## src/sv/ambient_cancel_wall_sensor_assert.svh

```systemverilog
`ifndef AMBIENT_CANCEL_WALL_SENSOR_ASSERT_SVH
`define AMBIENT_CANCEL_WALL_SENSOR_ASSERT_SVH

// same-cycle implication
`define ACWS_ASSERT_NOW(lbl, clk, rst_n, ante, cons, msg) \
    lbl: assert property (@(posedge clk) disable iff (!rst_n) (ante) |-> (cons)) \
        else $error(msg);

// next-cycle implication
`define ACWS_ASSERT_NEXT(lbl, clk, rst_n, ante, cons, msg) \
    lbl: assert property (@(posedge clk) disable iff (!rst_n) (ante) |=> (cons)) \
        else $error(msg);

`endif

```

## src/sv/acws_pkg.sv

```systemverilog
package acws_pkg;

    localparam int DARK_SAMPLES = 16;
    localparam int LIT_SAMPLES  = 16;
    localparam int ADC_BITS     = 12;

    localparam int N_CH       = 4;
    localparam int SAMPLE_W   = 12;
    localparam int LEVEL_W    = 12;
    localparam int SUM_W      = 20;
    localparam int TICK_W     = 11;
    localparam int SETTLE_W   = 8;
    localparam int COUNT_W    = 16;
    localparam int EMIT_W     = 4;
    localparam int IN_DATA_W  = 48;
    localparam int OUT_DATA_W = 72;
    localparam int OUT_USED_W = EMIT_W + N_CH * LEVEL_W + COUNT_W;

    localparam logic [EMIT_W-1:0]   EMIT_OFF    = 4'h0;
    localparam logic [EMIT_W-1:0]   EMIT_PAIR_A = 4'h5;
    localparam logic [EMIT_W-1:0]   EMIT_PAIR_B = 4'hA;
    localparam logic [SETTLE_W-1:0] SETTLE_RESET = 8'd10;

    typedef logic [SAMPLE_W-1:0] t_sample;

    localparam t_sample SAMPLE_MASK = t_sample'((64'd1 << ADC_BITS) - 64'd1);

    typedef enum logic [2:0] {
        PH_SETTLE_DARK,
        PH_SUM_DARK,
        PH_SETTLE_A,
        PH_SUM_A,
        PH_SETTLE_B,
        PH_SUM_B,
        PH_FINAL
    } t_phase;

    typedef struct packed {
        logic [EMIT_W-1:0]             emitter;
        logic [N_CH-1:0][LEVEL_W-1:0]  level;
        logic                          fresh;
        logic [COUNT_W-1:0]            count;
    } t_result;

endpackage

```

## src/sv/acws_phase.sv

```systemverilog
module acws_phase (
    input  logic [acws_pkg::TICK_W-1:0]   i_tick,
    input  logic [acws_pkg::SETTLE_W-1:0] i_settle,
    output acws_pkg::t_phase              o_phase
);
    import acws_pkg::*;

    logic [TICK_W-1:0] w;
    logic [TICK_W-1:0] b_dark;
    logic [TICK_W-1:0] b_settle_a;
    logic [TICK_W-1:0] b_sum_a;
    logic [TICK_W-1:0] b_settle_b;
    logic [TICK_W-1:0] b_sum_b;

    always_comb begin
        w          = TICK_W'(i_settle);
        b_dark     = w + TICK_W'(DARK_SAMPLES);
        b_settle_a = b_dark + w;
        b_sum_a    = b_settle_a + TICK_W'(LIT_SAMPLES);
        b_settle_b = b_sum_a + w;
        b_sum_b    = b_settle_b + TICK_W'(LIT_SAMPLES);
    end

    always_comb begin
        priority if (i_tick <= w) begin
            o_phase = PH_SETTLE_DARK;
        end else if (i_tick <= b_dark) begin
            o_phase = PH_SUM_DARK;
        end else if (i_tick <= b_settle_a) begin
            o_phase = PH_SETTLE_A;
        end else if (i_tick <= b_sum_a) begin
            o_phase = PH_SUM_A;
        end else if (i_tick <= b_settle_b) begin
            o_phase = PH_SETTLE_B;
        end else if (i_tick <= b_sum_b) begin
            o_phase = PH_SUM_B;
        end else begin
            o_phase = PH_FINAL;
        end
    end

endmodule

```

## src/sv/acws_core.sv

```systemverilog
`include "ambient_cancel_wall_sensor_assert.svh"

module acws_core (
    input  logic                                          i_clk,
    input  logic                                          i_rst_n,
    input  logic                                          i_adv,
    input  logic [acws_pkg::N_CH-1:0][acws_pkg::SAMPLE_W-1:0] i_samples,
    input  logic [acws_pkg::SETTLE_W-1:0]                 i_settle,
    output acws_pkg::t_result                             o_result
);
    import acws_pkg::*;

    logic [TICK_W-1:0]  r_tick;
    logic [TICK_W-1:0]  n_tick;
    logic [SUM_W-1:0]   r_dark [N_CH];
    logic [SUM_W-1:0]   n_dark [N_CH];
    logic [SUM_W-1:0]   r_lit  [N_CH];
    logic [SUM_W-1:0]   n_lit  [N_CH];
    logic [LEVEL_W-1:0] r_level [N_CH];
    logic [LEVEL_W-1:0] n_level [N_CH];
    logic [EMIT_W-1:0]  r_emit;
    logic [EMIT_W-1:0]  n_emit;
    logic [COUNT_W-1:0] r_count;
    logic [COUNT_W-1:0] n_count;
    logic               fresh;
    logic [TICK_W-1:0]  tick_inc;
    logic [SUM_W-1:0]   dark_avg [N_CH];
    logic [SUM_W-1:0]   lit_avg  [N_CH];
    logic [SUM_W-1:0]   smp      [N_CH];
    t_phase             phase;

    assign tick_inc = r_tick + 1'b1;

    acws_phase u_phase (
        .i_tick   (tick_inc),
        .i_settle (i_settle),
        .o_phase  (phase)
    );

    always_comb begin
        for (int c = 0; c < N_CH; c++) begin
            smp[c]      = SUM_W'(i_samples[c] & SAMPLE_MASK);
            dark_avg[c] = SUM_W'(r_dark[c] / DARK_SAMPLES);
            lit_avg[c]  = SUM_W'(r_lit[c] / LIT_SAMPLES);
        end
    end

    always_comb begin
        n_tick  = tick_inc;
        n_emit  = r_emit;
        n_count = r_count;
        fresh   = 1'b0;
        for (int c = 0; c < N_CH; c++) begin
            n_dark[c]  = r_dark[c];
            n_lit[c]   = r_lit[c];
            n_level[c] = r_level[c];
        end
        unique case (phase)
            PH_SETTLE_DARK: n_emit = EMIT_OFF;
            PH_SUM_DARK: begin
                for (int c = 0; c < N_CH; c++) begin
                    n_dark[c] = r_dark[c] + smp[c];
                end
            end
            PH_SETTLE_A: n_emit = EMIT_PAIR_A;
            PH_SUM_A: begin
                n_lit[0] = r_lit[0] + smp[0];
                n_lit[2] = r_lit[2] + smp[2];
            end
            PH_SETTLE_B: n_emit = EMIT_PAIR_B;
            PH_SUM_B: begin
                n_lit[1] = r_lit[1] + smp[1];
                n_lit[3] = r_lit[3] + smp[3];
            end
            PH_FINAL: begin
                for (int c = 0; c < N_CH; c++) begin
                    n_level[c] = (lit_avg[c] > dark_avg[c]) ?
                                 LEVEL_W'(lit_avg[c] - dark_avg[c]) : '0;
                    n_dark[c]  = '0;
                    n_lit[c]   = '0;
                end
                n_tick  = '0;
                n_count = r_count + 1'b1;
                fresh   = 1'b1;
            end
            default: n_emit = r_emit;
        endcase
    end

    always_ff @(posedge i_clk) begin
        if (!i_rst_n) begin
            r_tick  <= '0;
            r_emit  <= EMIT_OFF;
            r_count <= '0;
            for (int c = 0; c < N_CH; c++) begin
                r_dark[c]  <= '0;
                r_lit[c]   <= '0;
                r_level[c] <= '0;
            end
        end else if (i_adv) begin
            r_tick  <= n_tick;
            r_emit  <= n_emit;
            r_count <= n_count;
            for (int c = 0; c < N_CH; c++) begin
                r_dark[c]  <= n_dark[c];
                r_lit[c]   <= n_lit[c];
                r_level[c] <= n_level[c];
            end
        end
    end

    always_comb begin
        o_result.emitter = n_emit;
        for (int c = 0; c < N_CH; c++) begin
            o_result.level[c] = n_level[c];
        end
        o_result.fresh = fresh;
        o_result.count = n_count;
    end

    `ACWS_ASSERT_NEXT(a_final_restarts, i_clk, i_rst_n, i_adv && phase == PH_FINAL, r_tick == '0, "final word did not restart tick counter")
    `ACWS_ASSERT_NEXT(a_count_only_final, i_clk, i_rst_n, !(i_adv && phase == PH_FINAL), r_count == $past(r_count), "update count moved outside final word")
    `ACWS_ASSERT_NOW(a_emit_legal, i_clk, i_rst_n, 1'b1, r_emit == EMIT_OFF || r_emit == EMIT_PAIR_A || r_emit == EMIT_PAIR_B, "illegal emitter pattern")

endmodule

```

## src/sv/ambient_cancel_wall_sensor.sv

```systemverilog
// Ambient-cancelling IR wall sensor sequencer.
// s_axis: one word per finished ADC conversion, four 12-bit receiver samples.
// m_axis: one word per input word: emitter pattern, four levels, update count;
//   tuser flags the word on which fresh levels were computed.
// cfg: write of settle_ticks (8 bits), taken at any time, always ready;
//   only change it while no word is in flight.
// Path: a word is registered in the input register, processed there by the
//   core, then taken into the m_axis output register when that can accept it.
// Throughput: one word per cycle while m_axis is ready; s_axis_tready is high
//   when the input register is empty or its word moves on in the same cycle.
// Receiver stall: the output register holds its word, the input register
//   holds one more, then s_axis_tready falls until m_axis_tready returns.
// Reset (i_rst_n low, synchronous): sums, levels, tick and update counters
//   cleared, emitters off, settle_ticks back to 10, both registers empty.
module ambient_cancel_wall_sensor (
    input  logic                                i_clk,
    input  logic                                i_rst_n,
    input  logic                                s_axis_tvalid,
    output logic                                s_axis_tready,
    // [11:0] front_left, [23:12] left, [35:24] right, [47:36] front_right
    input  logic [acws_pkg::IN_DATA_W-1:0]      s_axis_tdata,
    output logic                                m_axis_tvalid,
    input  logic                                m_axis_tready,
    // [3:0] emitter_pattern, [15:4] level_front_left, [27:16] level_left,
    // [39:28] level_right, [51:40] level_front_right, [67:52] update_count
    output logic [acws_pkg::OUT_DATA_W-1:0]     m_axis_tdata,
    // [0] levels_fresh
    output logic [0:0]                          m_axis_tuser,
    input  logic                                i_cfg_valid,
    output logic                                o_cfg_ready,
    input  logic [acws_pkg::SETTLE_W-1:0]       i_cfg_data
);
    import acws_pkg::*;

    logic                            r_in_vld;
    logic [IN_DATA_W-1:0]            r_in_data;
    logic                            r_out_vld;
    t_result                         r_out;
    logic [SETTLE_W-1:0]             r_settle;
    logic                            advance;
    logic                            take;
    logic [N_CH-1:0][SAMPLE_W-1:0]   samples;
    t_result                         result;

    assign advance       = !r_out_vld || m_axis_tready;
    assign take          = r_in_vld && advance;
    assign s_axis_tready = !r_in_vld || advance;
    assign o_cfg_ready   = 1'b1;

    always_comb begin
        for (int c = 0; c < N_CH; c++) begin
            samples[c] = r_in_data[c*SAMPLE_W +: SAMPLE_W];
        end
    end

    always_ff @(posedge i_clk) begin
        if (!i_rst_n) begin
            r_settle <= SETTLE_RESET;
        end else if (i_cfg_valid && o_cfg_ready) begin
            r_settle <= i_cfg_data;
        end
    end

    always_ff @(posedge i_clk) begin
        if (!i_rst_n) begin
            r_in_vld <= 1'b0;
        end else if (s_axis_tvalid && s_axis_tready) begin
            r_in_vld <= 1'b1;
        end else if (take) begin
            r_in_vld <= 1'b0;
        end
    end

    always_ff @(posedge i_clk) begin
        if (s_axis_tvalid && s_axis_tready) begin
            r_in_data <= s_axis_tdata;
        end
    end

    acws_core u_core (
        .i_clk     (i_clk),
        .i_rst_n   (i_rst_n),
        .i_adv     (take),
        .i_samples (samples),
        .i_settle  (r_settle),
        .o_result  (result)
    );

    always_ff @(posedge i_clk) begin
        if (!i_rst_n) begin
            r_out_vld <= 1'b0;
        end else if (take) begin
            r_out_vld <= 1'b1;
        end else if (m_axis_tready) begin
            r_out_vld <= 1'b0;
        end
    end

    always_ff @(posedge i_clk) begin
        if (take) begin
            r_out <= result;
        end
    end

    assign m_axis_tvalid = r_out_vld;
    assign m_axis_tdata  = {(OUT_DATA_W - OUT_USED_W)'(0), r_out.count,
                            r_out.level, r_out.emitter};
    assign m_axis_tuser  = r_out.fresh;

endmodule

```

## config.mk

```make
export PLATFORM = sky130hd
export DESIGN_NAME = ambient_cancel_wall_sensor
export DESIGN_NICKNAME = d
export VERILOG_FILES = /design/src/sv/acws_pkg.sv /design/src/sv/acws_phase.sv /design/src/sv/acws_core.sv /design/src/sv/ambient_cancel_wall_sensor.sv
export VERILOG_INCLUDE_DIRS = /design/src /design/src/sv
export SDC_FILE = /design/constraint.sdc
export NUM_CORES = 1
export LEC_CHECK = 0
export BUFFER_PORTS_ARGS = -buffer_cell sky130_fd_sc_hd__clkbuf_2
export CAP_MARGIN = 20
export CORE_ASPECT_RATIO = 1.5
export CORE_MARGIN = 2
export CORE_UTILIZATION = 42
export CTS_CLUSTER_DIAMETER = 100
export DETAILED_ROUTE_END_ITERATION = 8
export GPL_ROUTABILITY_DRIVEN = 0
export PLACE_DENSITY = 0.61
export SYNTH_ARGS = -nofsm -noshare
export SYNTH_HDL_FRONTEND = slang
export SYNTH_SLANG_ARGS = --single-unit
```

## constraint.sdc

```tcl
create_clock -name i_clk -period 17.45 [get_ports i_clk]
set_input_delay 0.8725 -clock i_clk [delete_from_list [all_inputs] [get_ports i_clk]]
set_output_delay 0.8725 -clock i_clk [all_outputs]
set_load 0.01 [all_outputs]
```

# Word-level counts from Yosys, hierarchy flattened
# Memories as Yosys holds them, arrays and structs flattened.
# Cells that the tools add are included.
dict set report word_totals {
  word_cells 113
  in_bits 61
  mem_bits_rw 208
  out_inout_bits 76
  regBits 158
  n_memories 3
}
dict set report classes {
  magnitude_cmp 10
  n_bitwise 12
  addsub 19
  eq_ne 6
  mux 40
  n_reduce_logical 9
}
# name depth word_bits read_ports rd_ports_with_merged_regs write_ports line_no
set memory_table {}
lappend memory_table {u_core.r_dark 4 20 4 0 4 acws_core.sv:15} ;# logic [SUM_W-1:0] r_dark [N_CH];
lappend memory_table {u_core.r_lit 4 20 4 0 4 acws_core.sv:17} ;# logic [SUM_W-1:0] r_lit [N_CH];
lappend memory_table {u_core.r_level 4 12 4 0 4 acws_core.sv:19} ;# logic [LEVEL_W-1:0] r_level [N_CH];
# operator n
set ops {}
lappend ops {{adder 20 x 12 -> 20 bit} 8}
lappend ops {{two-way mux 20 bit} 8}
lappend ops {{one-hot mux 20 bit (2 select lines)} 4}
lappend ops {{one-hot mux 80 bit (2 select lines)} 1}
lappend ops {{two-way mux 12 bit} 8}
lappend ops {{> comparator 16 bit} 4}
lappend ops {{<= comparator 11 bit} 5}
lappend ops {{two-way mux 48 bit} 1}
lappend ops {{subtractor 12 bit} 4}
lappend ops {{adder 11 x 5 -> 11 bit, second input constant} 2}
lappend ops {{adder 11 x 8 -> 11 bit} 2}
lappend ops {{adder 16 x 1 -> 16 bit, second input constant} 1}
lappend ops {{two-way mux 16 bit} 1}
lappend ops {{two-way mux 3 bit} 4}
lappend ops {{bitwise OR 1 bit} 12}
lappend ops {{one-hot mux 4 bit (3 select lines)} 1}
lappend ops {{adder 11 x 1 -> 11 bit, second input constant} 1}
lappend ops {{<= comparator 11 x 8 -> 1 bit} 1}
lappend ops {{two-way mux 11 bit} 1}
lappend ops {{adder 8 x 5 -> 9 bit, second input constant} 1}
lappend ops {{== test 3 bit, second input constant} 3}
lappend ops {{two-way mux 1 bit} 9}
lappend ops {{== test 3 x 2 -> 1 bit, second input constant} 2}
lappend ops {{two-way mux 2 bit} 2}
lappend ops {{6 further kinds} 10}

# Longest topological paths before layout
# Gate-level depths: netlist (run 1).
dict set report depth {
  word_depth 15
  depth_mapped 25
  mapped_depth_nobuf 24
}

# Cells and area by module
# A second synthesis (run 1) with hierarchy kept.
dict set report unflattened {
  hier_cells 2373
  area_unflattened_um2 24320.8
}
# module n_inst area_each_um2 cells_per_inst seq_area_each_um2
set by_module_without_submodules {}
lappend by_module_without_submodules {acws_core 1 18416.4 1975 6866.6}
lappend by_module_without_submodules {ambient_cancel_wall_sensor 1 3943.8 159 3713.6}
lappend by_module_without_submodules {acws_phase 1 1960.6 239 0.0}

# Least setup slack after synthesis (run 1)
# OpenSTA, ideal clock, no wires.
dict set report synth_path {
  path_kind {flip-flop to flip-flop}
  start {reg r_settle[4] (netlist name)}
  end {mem u_core.r_lit[1][0], in the netlist u_core.r_lit[0][20] (enable)}
  arrival_ns 8.312
  slack_ns 8.590
  setup_time_ns 0.548
  path_stages_with_launch 18
  cell_sequence {dfxtp_1 > inv_1 > ha_1 > xnor2_1 > ha_1 > or3_4 > xor2_1 > ha_1 > o41ai_1 > xnor2_2 > inv_2 > ha_1 > and3_1 > and3_1 > nand4b_1 > o21a_1 > a31oi_1 > o41ai_1}
}
# item line_no
set synth_lines {}
lappend synth_lines {{to (decl)} acws_core.sv:17}

==> out/results.ini, run 1 <==
[power]
p_per_area_nw_per_um2=90.2
clock_power_share_pct=34.8
p_comb_share_pct=21.5
power_mw=2.42
p_int_mw=1.70
vdd_ir_drop_max_uv=60.8
power.switching_mw=0.714
swShare_pct=29.5
leakagePower_nw=10.9
seqPwrFrac_pct=43.7

[critical_path]
required_ns=17.64
path_delay_family=compound AO/OA/AOI/OAI gates
crit_chain=inv_1 > ha_1 > xnor2_1 > ha_1 > or3_4 > xor2_1 > ha_1 > o41ai_1 > xnor2_2 > inv_2 > nor4_1 > xor2_1 > ha_1 > nand4_1 > nor3_1 > a21boi_0 > o21ai_0 > or4b_4 > o21ai_4 > buf_4 > o21a_4 > buf_4
crit_top_cell=ha_1
cp_slowest_cell=buf_4
cp.buffers_inverters=4
worstPathArrival_ns=8.67
critPathCaptureType=register
critPathMaxStageDelay_ns=0.81
start_kind=register
r2r_setup_slack_ns=8.97
cp_max_fo=94
criticalPathCategory=reg -> reg

[die]
dieWidth_um=200
ioPinCount=137
start_util_pct=42.4
core_sq_um=56800
row_count=107
die_area_sq_um=59300
die_y_um=297

[clock_tree]
clk_latency_ns=0.57
cts_htree_levels=2
root_buffer=clkbuf_16
clockBufferDepth=3
cts_num_sinks=366
post_cts_buffers=0
cts_tree=yes
post_cts_resized=0
path_clk_slew_ns=0.06
cts_made_buffers=40
hold_buffers=0

[synthesis]
yosysWarnings=0
dominantRegCellSynth=edfxtp_1
yosysTopAreaCellShare_pct=40.5
ys_ff_latch=366
synth_edf_count=325
synth_area_leaders=edfxtp_1, ha_1, xnor2_1
synth_seq_area_share_pct=43.9
netlist_instances=2322
async_reset_ff_share_pct=0
avgSynthCellArea_sq_um=10.4
synth_most_common_cell=edfxtp_1
yosysUniqueCellTypes=83
yosys.area.top_type=edfxtp_1
synth_common_cells=edfxtp_1, ha_1, nor2_1, inv_1, xnor2_1
netlist_area_sq_um=24100

[global_route]
track_usage_pct=19.8
grt.met1_usage_pct=24.7
use_met2_pct=35.4
use_met3_pct=2.62
grt_max_degree=95
grt_pass1_vias=18300
antenna_found_initial=2
grt.overflow.total=0
grt_pass1_wl_mm=94.6
top_usage_layer=met2

[run]
max_cap_violations=0

[timing]
setup_viol=0
max-slew-margin-rel_pct=28.7
tns_ns=0
max_freq_ghz=0.118
fin_crit_ns=8.48
hold_viol_final=0
report.final.slew_viol_count=0
rsz0062_at_grt=false
tightest_slew_ns=1.07
setup_ws_ns=8.97
post-route-period-util_pct=48.6
fin_skew_ns=0.0219

[min_path]
hold_path.class=in -> reg

[run_status]
status=finished clean

[detailed_routing]
routed_wl_mm=58.7
drt_iter0_markers=1167
vias_per_cell=5.63
ant_nets=0
route.detailed.drc=0
firstDrtPassIters=5
routed-via-count=18200
wl_per_cell_um=18.2

[final_layout]
nNetsFinal=2734
final_layout_size_suffix_gt1_share_pct=10.9
antenna_cells=0
fillers=5347
area.growth.synth_to_final_pct=11.2

[place]
dp_hpwl_mm=42.8
post-place-ws_ns=8.95
io_buffers=131

## metal layers
metal,wire (um),part of all wire (%)
met1,25100,43
met4,1330,2.3
met2,29700,51
met5,0,0
met3,2590,4.4
## power groups by stage
| stage | Sequential, mW | Combinational, mW | Clock (mW) |
|---|---|---|---|
| finish | 1.06 | 0.520 | 0.841 |
| global route | 1.06 | 0.586 | 0.898 |
| CTS | 1.06 | 0.521 | 0.867 |
| detailed placement | 1.07 | 0.518 | 0 |
| global placement | 1.07 | 0.504 | 0 |
| floorplan | 1.06 | 0.390 | 0 |
## registers in the layout, summed over array words and instances, names as in the netlist
register	cells
u_core.r_dark	80
r_in_data	48
u_core.r_count	16
u_core.r_lit	80
u_core.r_tick	11
r_settle	8
r_in_vld	1
u_core.r_level	48
m_axis_tuser	1
m_axis_tvalid	1
m_axis_tdata	68
u_core.r_emit	4
## worst reg2reg max path, stage by stage (launching register included)
cell	delay [ns]
dfxtp_1	0.49
inv_1	0.12
ha_1	0.37
xnor2_1	0.39
ha_1	0.35
or3_4	0.40
xor2_1	0.19
ha_1	0.25
o41ai_1	0.72
xnor2_2	0.22
inv_2	0.06
nor4_1	0.25
xor2_1	0.14
ha_1	0.32
nand4_1	0.11
nor3_1	0.22
a21boi_0	0.18
o21ai_0	0.19
or4b_4	0.76
o21ai_4	0.20
buf_4	0.81
o21a_4	0.65
buf_4	0.62
## per-stage QoR
step	utilization [%]	area (sq um)	hold slack, ns	cells
after CTS	47.2	26800	0.438	3232
after global routing	47.2	26800	0.454	3232
after detailed placement	45.0	25500	0.487	3161
final	47.2	26800	0.474	3232
after floorplan	-	24100	0.454	2325
after global placement	45.0	25500	0.464	3161
## cells in the final DEF (no fill, tap or decap), drive strengths merged, types with 81 or more instances in the layout
cell | synthesis | routed
xnor2 | 118 | 118
clkbuf | 35 | 179
ha | 220 | 220
edfxtp | 325 | 325
nor3 | 81 | 81
o21ai | 82 | 82
a21oi | 115 | 115
nor2 | 195 | 195
nand2 | 108 | 108
inv | 155 | 156
## final timing paths
kind / from / to / cells past startpoint
setup / recovery: r_settle[4] / u_core.r_dark[0][14] / 22
hold / removal: s_axis_tdata[23] / r_in_data[23] / 1
setup reg to reg: r_settle[4] / u_core.r_dark[0][14] / 22
hold reg to reg: u_core.r_tick[8] / u_core.r_tick[8] / 2
## logic make-up (layout without fill, tap and decap cells)
group | after synthesis | count (layout) | share of synthesized area (%)
XOR/XNOR | 192 | 192 | 7.17
AND/OR/NAND/NOR | 724 | 724 | 15.4
multiplexers | 16 | 16 | 0.675
AO/OA/AOI/OAI | 559 | 559 | 16.3
other | 2 | 5 | 0.0312
flip-flops | 366 | 366 | 43.9
adder cells (fa/ha/maj) | 233 | 233 | 12.5
buffers and inverters | 230 | 374 | 3.94
## cell type report
cell class              count  area [sq um]  share of cell area, %
multi-input cells        1729         12600                   47.2
flip-flops and latches    366         10600                   39.5
clock buffers              48          1050                   3.93
well taps                 763           955                   3.56
repair buffers            148           783                   2.92
inverters                 155           583                   2.18
clock inverters            23           206                  0.770
No activity file was read; power rests on OpenSTA's default activity.
==> inputs of run 2 (changes only) <==
--- a/config.mk
+++ b/config.mk
@@ -14,7 +14,7 @@
 export CTS_CLUSTER_DIAMETER = 100
 export DETAILED_ROUTE_END_ITERATION = 8
 export GPL_ROUTABILITY_DRIVEN = 0
-export PLACE_DENSITY = 0.61
+export PLACE_DENSITY = 0.64
 export SYNTH_ARGS = -nofsm -noshare
 export SYNTH_HDL_FRONTEND = slang
 export SYNTH_SLANG_ARGS = --single-unit
==> constraint.sdc (replaced) <==
create_clock -name i_clk -period 7.1 [get_ports i_clk]
set_input_delay 0.355 -clock i_clk [delete_from_list [all_inputs] [get_ports i_clk]]
set_output_delay 0.355 -clock i_clk [all_outputs]
set_load 0.01 [all_outputs]
==> run 2 against run 1 <==
  * Non-clock buffer count up 58
  * Register-to-register slack worse by 8.4 ns
  * Critical endpoint is now m_axis_tdata[49]
  * Wire length decreased by 0.38%
  * Worst hold slack got worse by 0.43 ns
  * Fmax grew 29%
  * Clock skew rose by 0.0019 ns
  * Die area unchanged
  * Largest cell class unchanged
  * Sequential cell count did not move
  * Global-route usage down 0.16 points
  * Sequential power rose by 150%
  * Largest power group unchanged
  * Combinational power rose to 2.5 times the previous value
  * Count of clock-buffer cells in the layout grew 4
==> out/results.ini, run 2 (synthesis results as in run 1) <==
[detailed_routing]
firstDrtPassIters=5
routed_wl_mm=58.5
ant_nets=0
drt_iter0_markers=1147
wl_per_cell_um=17.8
route.detailed.drc=0
vias_per_cell=5.61
routed-via-count=18500

[critical_path]
worstPathArrival_ns=6.99
r2r_setup_slack_ns=0.53
critPathCaptureType=register
criticalPathCategory=reg -> reg
cp_max_fo=29
crit_chain=inv_1 > ha_1 > xnor2_1 > ha_1 > or3_4 > xor2_1 > ha_1 > nor2_1 > nor2_1 > o41ai_2 > nand2b_1 > o21bai_1 > a22o_1 > xor2_1 > ha_1 > nand4_1 > nor3_1 > a21boi_0 > o21ai_0 > or4b_4 > buf_4 > nor3_2 > buf_4 > a32o_1
reg2reg_depth=24
crit_start=r_settle[4]
cp.buffers_inverters=3
path_delay_family=simple AND/OR/NAND/NOR gates
critPathMaxStageDelay_ns=0.55
cp_slowest_cell=or4b_4
start_kind=register
r2r-start=r_settle[4]
r2r-end=m_axis_tdata[49]
required_ns=7.52
crit_top_cell=ha_1

[global_route]
track_usage_pct=19.6
grt_max_degree=94
grt.overflow.total=0
grt_pass1_wl_mm=94.1
grt_pass1_vias=18500
antenna_found_initial=1

[clock_tree]
root_buffer=clkbuf_16
cts_tree=yes
clk_latency_ns=0.58
clockBufferDepth=3
cts_made_buffers=40
cts_htree_levels=2
path_clk_slew_ns=0.06
cts_num_sinks=366

[place]
dp_hpwl_mm=42.6
place_area_sq_um=25700
dp_cells=3167
io_buffers=131

[final_layout]
mostFrequentLayoutCell=edfxtp_1
final_cell_mix=edfxtp_1, ha_1, nor2_1
nNetsFinal=2792
area.growth.synth_to_final_pct=14.2
stdcell_area_sq_um=27500
antenna_cells=0
final_layout_size_suffix_gt1_share_pct=10.8
layoutNonFillerInstCount=3291
fillers=5292

[min_path]
whs_path_depth=3
min_from=s_axis_tvalid
hold_path.class=in -> reg
min_to=r_in_vld

[power]
leakagePower_nw=11.3
vdd_ir_drop_max_uv=132
p_per_area_nw_per_um2=219

[die]
row_count=107
dieWidth_um=200
die_area_sq_um=59300
ioPinCount=137
die_y_um=297
core_sq_um=56800
start_util_pct=42.4

[timing]
fin_skew_ns=0.0239
report.final.slew_viol_count=0
setup_viol=0
fin_crit_ns=6.57
hold_viol_final=0
tightest_slew_ns=1.06
max_freq_ghz=0.152
max-slew-margin-rel_pct=27.6
tns_ns=0
post-route-period-util_pct=92.5
rsz0062_at_grt=false

[run_status]
status=finished clean

[run]
max_cap_violations=0

==> run 2: changes by cell type in the layout (fill, tap and decap cells not counted), sizes merged <==
cell	previous run	this run
buf	17	25
clkinv	18	13
dlygate4sd3	0	50
clkbuf	179	183
bufinv	3	5
==> run 2: worst reg2reg max path, cell delays in order, from the launching register on <==
cell,delay [ns]
dfxtp_1,0.50
inv_1,0.12
ha_1,0.38
xnor2_1,0.41
ha_1,0.37
or3_4,0.40
xor2_1,0.18
ha_1,0.33
nor2_1,0.05
nor2_1,0.13
o41ai_2,0.13
nand2b_1,0.18
o21bai_1,0.16
a22o_1,0.28
xor2_1,0.17
ha_1,0.30
nand4_1,0.12
nor3_1,0.25
a21boi_0,0.21
o21ai_0,0.20
or4b_4,0.55
buf_4,0.28
nor3_2,0.19
buf_4,0.32
a32o_1,0.22
==> run 2: worst max path at each step <==
| stage | slack (ns) | cells after the start | to |
|---|---|---|---|
| 2_1_floorplan | 0.15 | 17 | u_core.r_lit[0][20] |
| 3_3_place_gp | 0.63 | 22 | m_axis_tdata[49] |
| 3_5_place_dp | 0.49 | 22 | u_core.r_level[3][11] |
| 4_1_cts | 0.40 | 22 | m_axis_tdata[49] |
| 5_1_grt | 0.02 | 24 | m_axis_tdata[49] |
| 6_report | 0.53 | 24 | m_axis_tdata[49] |
==> run 2: metal layers <==
layer	routed length [um]	up-vias	share of wire (%)	GRT usage (%)
li1	-	8995	-	-
met4	1640	0	2.8	6.42
met1	24800	8928	42	24.0
met5	0	-	0	0
met3	2520	111	4.3	2.62
met2	29600	435	51	35.3
==> run 2: power by group <==
group | internal [mW] | switching (mW) | total (mW)
Clock | 1.25 | 0.879 | 2.13
Sequential | 2.50 | 0.100 | 2.60
Combinational | 0.546 | 0.760 | 1.31
Total | 4.29 | 1.74 | 6.03
==> run 2: final cells by class <==
class	instances	area (sq um)	share of cell area, %
multi-input cells	1729	12600	45.9
clock buffers	52	1080	3.91
clock inverters	20	228	0.827
repair buffers	206	1460	5.29
well taps	763	955	3.47
inverters	155	583	2.12
flip-flops and latches	366	10600	38.4
==> run 2: metrics by stage <==
step / hold WS (ns) / utilization (%) / total power, mW / worst slack, ns
floorplan: 0.454 / - / 3.57 / 0.152
global placement: 0.462 / 45.2 / 3.87 / 0.632
detailed placement: 0.488 / 45.3 / 3.91 / 0.493
CTS: 0.00904 / 48.5 / 6.10 / 0.397
global route: 0.0257 / 48.5 / 6.34 / 0.0181
finish: 0.0412 / 48.5 / 6.03 / 0.535
==> run 2: timing repair <==
action | 4_1_cts | 5_1_grt
setup endpoints to repair | 0 | 299
endpoints found under the hold margin | 50 | 0
hold buffers | 50 | 0
setup buffers | 0 | 2
gates resized for setup | 0 | 1
